**src/hw/rtl/mtcd_pkg.sv**
```systemverilog
// ----------------------------------------------------------------------------
// mtcd_pkg
// Shared types and constants of the missing-tooth crank decoder.
// ----------------------------------------------------------------------------
package mtcd_pkg;

    // Default timestamp width
    localparam int TIME_BITS_DEF = 32;

    // Field widths fixed by the interface
    localparam int CAP_W   = 16;
    localparam int EXT_W   = 16;
    localparam int TEETH_W = 7;
    localparam int CNT_W   = 8;
    localparam int TICK_W  = 16;
    localparam int TOTAL_W = 16;

    // Present teeth per revolution after reset
    localparam logic [TEETH_W-1:0] TEETH_RESET = 7'd35;

    // Edge position that passes without a ratio check
    localparam logic [CNT_W-1:0] CNT_UNCHECKED = 8'd2;
    // Edge position right after the gap
    localparam logic [CNT_W-1:0] CNT_AFTER_GAP = 8'd1;
    localparam logic [CNT_W-1:0] CNT_NONE      = 8'd0;

    // One captured crank edge
    typedef struct packed {
        logic [CAP_W-1:0] capture_time;
        logic [EXT_W-1:0] extension_high;
        logic             overflow_pending;
        logic             pin_level;
    } item_t;

    // One decoder result
    typedef struct packed {
        logic               sync_flag;
        logic [TICK_W-1:0]  gap_tick_record;
        logic               edge_echo;
        logic [CNT_W-1:0]   edge_position;
        logic [TOTAL_W-1:0] teeth_seen;
    } result_t;

endpackage

```
**src/hw/rtl/mtcd_timebase.sv**
```systemverilog
// ----------------------------------------------------------------------------
// mtcd_timebase
// Builds the extended timestamp of an edge and the period since the last one.
// ----------------------------------------------------------------------------
module mtcd_timebase
    import mtcd_pkg::*;
#(
    parameter int TIME_BITS = TIME_BITS_DEF
) (
    input  item_t                item,
    input  logic [TIME_BITS-1:0] prev_stamp,
    output logic [TIME_BITS-1:0] stamp,
    output logic [TIME_BITS-1:0] period
);

    localparam logic [TIME_BITS-1:0] TIME_ONE = {{(TIME_BITS-1){1'b0}}, 1'b1};

    logic [EXT_W-1:0]       high_word;
    logic [EXT_W+CAP_W-1:0] full_stamp;

    // Count a pending overflow only when the capture was taken after it
    always_comb
    begin
        if (item.overflow_pending && !item.capture_time[CAP_W-1])
        begin
            high_word = item.extension_high + {{(EXT_W-1){1'b0}}, 1'b1};
        end
        else
        begin
            high_word = item.extension_high;
        end
        full_stamp = {high_word, item.capture_time};
    end

    assign stamp = full_stamp[TIME_BITS-1:0];

    // Plain difference, or one less when the stamp did not move forward
    always_comb
    begin
        if (stamp > prev_stamp)
        begin
            period = stamp - prev_stamp;
        end
        else
        begin
            period = stamp - prev_stamp - TIME_ONE;
        end
    end

endmodule

```
**src/hw/rtl/mtcd_decoder.sv**
```systemverilog
// ----------------------------------------------------------------------------
// mtcd_decoder
// Tooth ratio checks, gap detection and the decoder state registers.
// ----------------------------------------------------------------------------
module mtcd_decoder
    import mtcd_pkg::*;
#(
    parameter int TIME_BITS = TIME_BITS_DEF
) (
    input  logic                 clk,
    input  logic                 rst_n,
    input  logic                 step,
    input  logic                 pin_level,
    input  logic [TEETH_W-1:0]   real_teeth,
    input  logic [TIME_BITS-1:0] stamp,
    input  logic [TIME_BITS-1:0] period,
    output logic [TIME_BITS-1:0] prev_stamp,
    output result_t              result_next
);

    logic [TIME_BITS-1:0] prev_stamp_reg, prev_stamp_next;
    logic [TIME_BITS-1:0] prev_period_reg, prev_period_next;
    logic [TIME_BITS-1:0] low_dur_reg, low_dur_next;
    logic [TIME_BITS-1:0] tooth_reg, tooth_next;
    logic [TIME_BITS-1:0] last_gap_reg, last_gap_next;
    logic [CNT_W-1:0]     cnt_reg, cnt_next;
    logic                 sync_reg, sync_next;
    logic [TICK_W-1:0]    ticks_reg, ticks_next;
    logic                 echo_reg, echo_next;
    logic [TOTAL_W-1:0]   total_reg, total_next;

    logic [TIME_BITS-1:0] high_low;
    logic [TIME_BITS-1:0] p_half;
    logic [TIME_BITS-1:0] p_dbl;
    logic [TIME_BITS-1:0] gap_lo;
    logic [TIME_BITS-1:0] gap_up;
    logic [TIME_BITS-1:0] between;
    logic [CNT_W-1:0]     gap_at;
    logic                 at_gap;
    logic                 gap_hit;
    logic                 tooth_ok;

    assign prev_stamp = prev_stamp_reg;

    // Tooth time and ratio windows against the previous tooth
    always_comb
    begin
        high_low = period + low_dur_reg;
        p_half   = tooth_reg >> 1;
        p_dbl    = tooth_reg << 1;
        gap_lo   = tooth_reg + p_half;
        gap_up   = p_dbl + p_half;
        between  = stamp - last_gap_reg;
        gap_at   = {real_teeth, 1'b0};
        at_gap   = (cnt_reg == CNT_NONE) || (cnt_reg == gap_at);
        gap_hit  = (high_low > gap_lo) && (high_low < gap_up);
        tooth_ok = (cnt_reg == CNT_UNCHECKED) ||
                   (!cnt_reg[0] && (high_low > p_half) && (high_low < p_dbl));
    end

    // Next state for one edge
    always_comb
    begin
        prev_stamp_next  = stamp;
        prev_period_next = period;
        low_dur_next     = low_dur_reg;
        tooth_next       = tooth_reg;
        last_gap_next    = last_gap_reg;
        cnt_next         = cnt_reg;
        sync_next        = sync_reg;
        ticks_next       = ticks_reg;
        echo_next        = echo_reg;
        total_next       = total_reg + {{(TOTAL_W-1){1'b0}}, 1'b1};

        if (prev_period_reg != '0)
        begin
            if (pin_level)
            begin
                if (at_gap)
                begin
                    if (gap_hit)
                    begin
                        last_gap_next = stamp;
                        ticks_next    = between[TICK_W-1:0];
                        sync_next     = 1'b1;
                        cnt_next      = CNT_AFTER_GAP;
                    end
                    else
                    begin
                        sync_next = 1'b0;
                        cnt_next  = CNT_NONE;
                    end
                end
                else if (tooth_ok)
                begin
                    cnt_next = cnt_reg + {{(CNT_W-1){1'b0}}, 1'b1};
                end
                else
                begin
                    sync_next = 1'b0;
                    cnt_next  = CNT_NONE;
                end
                echo_next  = 1'b1;
                tooth_next = high_low;
            end
            else
            begin
                // Falling edge must follow a rising one
                if (cnt_reg[0])
                begin
                    cnt_next = cnt_reg + {{(CNT_W-1){1'b0}}, 1'b1};
                end
                else
                begin
                    sync_next = 1'b0;
                    cnt_next  = CNT_NONE;
                end
                echo_next    = 1'b0;
                low_dur_next = period;
            end
        end
    end

    // Result as seen after the update
    always_comb
    begin
        result_next.sync_flag       = sync_next;
        result_next.gap_tick_record = ticks_next;
        result_next.edge_echo       = echo_next;
        result_next.edge_position   = cnt_next;
        result_next.teeth_seen      = total_next;
    end

    // Commit state when an item moves through
    always_ff @(posedge clk or negedge rst_n)
    begin
        if (!rst_n)
        begin
            prev_stamp_reg  <= '0;
            prev_period_reg <= '0;
            low_dur_reg     <= '0;
            tooth_reg       <= '0;
            last_gap_reg    <= '0;
            cnt_reg         <= '0;
            sync_reg        <= 1'b0;
            ticks_reg       <= '0;
            echo_reg        <= 1'b0;
            total_reg       <= '0;
        end
        else if (step)
        begin
            prev_stamp_reg  <= prev_stamp_next;
            prev_period_reg <= prev_period_next;
            low_dur_reg     <= low_dur_next;
            tooth_reg       <= tooth_next;
            last_gap_reg    <= last_gap_next;
            cnt_reg         <= cnt_next;
            sync_reg        <= sync_next;
            ticks_reg       <= ticks_next;
            echo_reg        <= echo_next;
            total_reg       <= total_next;
        end
    end

endmodule

```
**src/hw/rtl/missing_tooth_crank_decoder.sv**
```systemverilog
// ----------------------------------------------------------------------------
// missing_tooth_crank_decoder
// Crank-only decoder for a missing-tooth wheel: one captured edge in, one
// sync and position result out.
// ----------------------------------------------------------------------------
// Accepts one edge item per clock and returns one result item for each: the
// edge lands in an input register, a single pass of add and compare logic
// (timestamp, period, tooth ratio windows) updates the decoder state, and the
// result goes to an output register. The throughput is set by that single
// state-update pass; it holds at one item per cycle for as long as out_ready
// is high. real_teeth (cfg_we/cfg_wdata) resets to 35; the user must write it
// only while no item is in flight, which the block does not enforce.
module missing_tooth_crank_decoder
    import mtcd_pkg::*;
#(
    parameter int TIME_BITS = TIME_BITS_DEF
) (
    input  logic                clk,
    input  logic                rst_n,

    input  logic                cfg_we,
    input  logic [TEETH_W-1:0]  cfg_wdata,

    input  logic                in_valid,
    output logic                in_ready,
    input  logic [CAP_W-1:0]    capture_time,
    input  logic [EXT_W-1:0]    extension_high,
    input  logic                overflow_pending,
    input  logic                pin_level,

    output logic                out_valid,
    input  logic                out_ready,
    output logic                sync_flag,
    output logic [TICK_W-1:0]   gap_tick_record,
    output logic                edge_echo,
    output logic [CNT_W-1:0]    edge_position,
    output logic [TOTAL_W-1:0]  teeth_seen
);

    logic [TEETH_W-1:0]   teeth_reg;
    logic                 in_vld_reg;
    item_t                item_reg;
    logic                 out_vld_reg;
    result_t              res_reg;
    logic                 advance;
    logic                 take_in;
    logic [TIME_BITS-1:0] stamp;
    logic [TIME_BITS-1:0] period;
    logic [TIME_BITS-1:0] prev_stamp;
    result_t              result_next;

    // Move the held item on when the result register is free or draining
    assign advance  = in_vld_reg && (!out_vld_reg || out_ready);
    assign in_ready = !in_vld_reg || advance;
    assign take_in  = in_valid && in_ready;

    // Hold the tooth count
    always_ff @(posedge clk or negedge rst_n)
    begin
        if (!rst_n)
        begin
            teeth_reg <= TEETH_RESET;
        end
        else if (cfg_we)
        begin
            teeth_reg <= cfg_wdata;
        end
    end

    // Input stage
    always_ff @(posedge clk or negedge rst_n)
    begin
        if (!rst_n)
        begin
            in_vld_reg <= 1'b0;
        end
        else if (take_in)
        begin
            in_vld_reg <= 1'b1;
        end
        else if (advance)
        begin
            in_vld_reg <= 1'b0;
        end
    end

    always_ff @(posedge clk)
    begin
        if (take_in)
        begin
            item_reg.capture_time     <= capture_time;
            item_reg.extension_high   <= extension_high;
            item_reg.overflow_pending <= overflow_pending;
            item_reg.pin_level        <= pin_level;
        end
    end

    mtcd_timebase #(
        .TIME_BITS (TIME_BITS)
    ) u_timebase (
        .item       (item_reg),
        .prev_stamp (prev_stamp),
        .stamp      (stamp),
        .period     (period)
    );

    mtcd_decoder #(
        .TIME_BITS (TIME_BITS)
    ) u_decoder (
        .clk         (clk),
        .rst_n       (rst_n),
        .step        (advance),
        .pin_level   (item_reg.pin_level),
        .real_teeth  (teeth_reg),
        .stamp       (stamp),
        .period      (period),
        .prev_stamp  (prev_stamp),
        .result_next (result_next)
    );

    // Result stage
    always_ff @(posedge clk or negedge rst_n)
    begin
        if (!rst_n)
        begin
            out_vld_reg <= 1'b0;
        end
        else if (advance)
        begin
            out_vld_reg <= 1'b1;
        end
        else if (out_ready)
        begin
            out_vld_reg <= 1'b0;
        end
    end

    always_ff @(posedge clk)
    begin
        if (advance)
        begin
            res_reg <= result_next;
        end
    end

    assign out_valid       = out_vld_reg;
    assign sync_flag       = res_reg.sync_flag;
    assign gap_tick_record = res_reg.gap_tick_record;
    assign edge_echo       = res_reg.edge_echo;
    assign edge_position   = res_reg.edge_position;
    assign teeth_seen      = res_reg.teeth_seen;

    // Without sync the position stays at zero
    a_nosync_pos: assert property (@(posedge clk) disable iff (!rst_n)
        (out_valid && !sync_flag) |-> (edge_position == CNT_NONE))
        else $error("edge position nonzero without sync");

    // After a falling edge the position is even
    a_fall_even: assert property (@(posedge clk) disable iff (!rst_n)
        (out_valid && !edge_echo) |-> !edge_position[0])
        else $error("odd edge position after falling edge");

    // After a rising edge the position is odd or cleared
    a_rise_odd: assert property (@(posedge clk) disable iff (!rst_n)
        (out_valid && edge_echo && (edge_position != CNT_NONE)) |-> edge_position[0])
        else $error("even edge position after rising edge");

    // A held item reaches an empty result register in the next cycle
    a_flow: assert property (@(posedge clk) disable iff (!rst_n)
        (in_vld_reg && !out_vld_reg) |=> out_vld_reg)
        else $error("held item did not reach the result register");

endmodule

```
**config.mk**
```make
export PLATFORM = sky130hd
export DESIGN_NAME = missing_tooth_crank_decoder
export DESIGN_NICKNAME = d
export VERILOG_FILES = /design/src/hw/rtl/mtcd_pkg.sv /design/src/hw/rtl/mtcd_timebase.sv /design/src/hw/rtl/mtcd_decoder.sv /design/src/hw/rtl/missing_tooth_crank_decoder.sv
export SDC_FILE = /design/constraint.sdc
export NUM_CORES = 1
export LEC_CHECK = 0
export ABC_CLOCK_PERIOD_IN_PS = 12300
export BUFFER_PORTS_ARGS = -buffer_cell sky130_fd_sc_hd__buf_2
export CORE_ASPECT_RATIO = 0.7
export CORE_MARGIN = 2
export CORE_UTILIZATION = 64
export CTS_CLUSTER_DIAMETER = 120
export DETAILED_ROUTE_END_ITERATION = 6
export PLACE_DENSITY = 0.89
export SYNTH_ARGS = -nofsm -noshare
export SYNTH_HDL_FRONTEND = slang
export SYNTH_SLANG_ARGS = --single-unit
```
**constraint.sdc**
```tcl
create_clock -name clk -period 12.3 [get_ports clk]
set_input_delay 1.845 -clock clk [delete_from_list [all_inputs] [get_ports clk]]
set_output_delay 1.845 -clock clk [all_outputs]
set_load 0.1 [all_outputs]
```
==> flow_summary.yaml <==
outcome:
  status: "finished with violations"
  violations: "DRC"
yosys:
  syn_nets: 2631
  synthMostInstantiatedCell: "ha_1"
  seq_area_frac_synth: 0.338
  synth_top_area_share: 0.227
  yosys_warnings: 0
  syn_inst: 2308
  yosys_register_bits: 271
  synth_ff_type: "dfrtp_1"
  synth_compound_gate_area_share: 0.171
  synth-adder-area-share: 0.165
  netlist_area_mm2: 0.0212
  synthTopCellsByCount: "ha_1 (272), nand2_1 (227), dfrtp_1 (192)"
  synth_simple_gate_area_share: 0.151
  synth_mux_area_frac: 0.0482
  synth_xor_area_frac: 0.0843
  synth_top_family_by_area: "compound AO/OA/AOI/OAI gates"
  synth-edff-count: 76
  async_flop_share: 0.720
  synth_area_leaders: "dfrtp_1 (23%), ha_1 (16%), edfxtp_1 (11%)"
  ys_types: 87
  yosysTopAreaCell: "dfrtp_1"
  avgSynthCellArea_um2: 9.18
detailed_routing:
  wl_met3_um: 4340
  drt_iter0_drc: 1740
  wl_per_cell_um: 18.2
  first_pass_iters: 7
  vias: 17600
  dr_wl_met2_um: 22700
  drtAntennaViolNets: 0
  drt-met1-wl_um: 23500
  drc_errors: 18
  drt_wl_total_um: 51400
  highest_layer: "met4"
  viasPerCell: 6.23
setup_path:
  crit_path_start: "item_reg[33]"
  critical_path_class: "reg2reg"
  critPathMaxFanout: 8
  required_ns: 12.57
  end_kind: "register"
  critPathLaunchType: "register"
  slowest_stage: "a211oi_1"
  max_stage_delay_ns: 0.76
  arrival_ns: 11.71
  reg2reg_setup_slack_ns: 0.86
  r2r_start: "item_reg[33]"
placed_design:
  place_area_mm2: 0.0220
  dp.final_hpwl_um: 38800
  routabilityCongestion: 0.932
  port-buffer-count: 89
floorplanning:
  die_w_um: 222
  start_util: 0.653
  core_area_mm2: 0.0325
  dieArea_mm2: 0.0346
  rows: 55
  ios: 90
  die_h_um: 156
global_routing:
  overflow: 0
  grt_max_degree: 117
  grt_pass1_wl_um: 84000
  antenna_found_initial: 2
  grt_usage: 0.294
  grt_pass1_vias: 16800
cts:
  clk_pin_slew_ns: 0.07
  cts_hold_buf: 0
  cts.sinks: 271
  postCtsSetupRepairBufs: 0
  clockRootBuffer: "clkbuf_16"
  h-tree-depth: 1
  ctsResizeCount: 0
  cts_tree: "done"
  clk_latency_ns: 0.55
  cts_inserted_buffers: 25
  clock_tree.buffer_depth: 3
timing:
  fin_crit_ns: 11.44
  hold_violations: 0
  slew_headroom: 0.152
  rsz0062_at_grt: "false"
  timing.fmax_ghz: 0.0874
  slew_viol_final: 0
  finalCritPeriodShare: 0.930
  worst_pin_slew_ns: 1.26
  finalSetupViolations: 0
  setup-tns-final_ns: 0
  fin_skew_ns: 0.0160
final_layout:
  fin_area_mm2: 0.0228
  drive_gt1_frac: 0.105
  largest_reg_flops: 34
  final_net_count: 2695
  syn2layout_area_growth_pct: 7.70
min_path:
  hold_start: "u_decoder.prev_period_reg[5]"
  min_path_type: "reg2reg"
flow_run:
  maxCapViolCount: 0
stage by stage:
step	std cells	util	hold slack, ns	worst slack (ns)
CTS	2818	0.703	0.487	1.04
global route	2819	0.703	0.506	0.0574
finish	2820	0.703	0.487	0.860
floorplan	2308	-	0.447	3.17
detailed placement	2772	0.678	0.469	1.14
global placement	2772	0.678	0.461	1.60
cell families after synthesis:
| logic type | Yosys count |
|---|---|
| multiplexers | 91 |
| adder cells (fa/ha/maj) | 277 |
| AND/OR/NAND/NOR | 671 |
| XOR/XNOR | 204 |
| buffers and inverters | 231 |
| flip-flops | 271 |
| AO/OA/AOI/OAI | 563 |
cell usage in the layout (no fill, tap or decap), types with 10 or more instances in the layout:
master / synthesis / routed
ha_1: 272 / 272
nand2_1: 227 / 226
dfrtp_1: 192 / 192
o21ai_0: 180 / 180
inv_1: 171 / 170
nor2_1: 150 / 150
a21oi_1: 119 / 119
xnor2_1: 118 / 118
buf_2: 10 / 88
xor2_1: 86 / 86
mux2_2: 84 / 84
a21o_1: 78 / 78
edfxtp_1: 76 / 76
nand3_1: 53 / 53
nor3_1: 43 / 43
nand4_1: 38 / 38
nor2b_1: 35 / 35
o21a_1: 34 / 34
nand2b_1: 27 / 27
clkbuf_16: 0 / 25
nor4_1: 21 / 21
and3_1: 20 / 20
a211oi_1: 15 / 15
a31oi_1: 14 / 14
or3_1: 13 / 13
o31ai_1: 12 / 12
a21boi_0: 12 / 12
o21bai_1: 10 / 10
worst paths after layout:
path	end	cells after the start
min in group asynchronous	u_decoder.tooth_reg[4]	1
worst max register to register	sync_flag	36
worst min register to register	u_decoder.prev_period_reg[5]	2
worst max-delay path	sync_flag	36
max in group asynchronous	u_decoder.prev_stamp[21]	2
worst min-delay path	u_decoder.prev_period_reg[5]	2
routing by layer:
metal | vias up | track usage
met4 | 0 | 0.0586
met3 | 97 | 0.0603
met1 | 8350 | 0.418
li1 | 8400 | -
met2 | 711 | 0.471
met5 | - | 0
final cells by class:
class | count | area [um2]
antenna | 2 | 5.00
timing repair buffer | 97 | 514
inverter | 171 | 644
multi-input combinational | 1806 | 13200
fill | 2356 | 9650
clock buffer | 37 | 711
sequential | 271 | 7170
clock inverter | 9 | 98.8
tap | 427 | 534
worst max-delay path: cells and delay by family (launching register included):
kind	cells	cell delay (ns)
AOI/OAI and AO/OA	18	5.12
and+or+nand+nor	11	3.55
adders and majority gates	3	1.05
xor gates and xnor gates	3	0.87
DFF	1	0.46
buffers and inverters	1	0.08
Power is not shown: default switching activity piles up to over one toggle a cycle in this logic, so the estimate is an artifact.
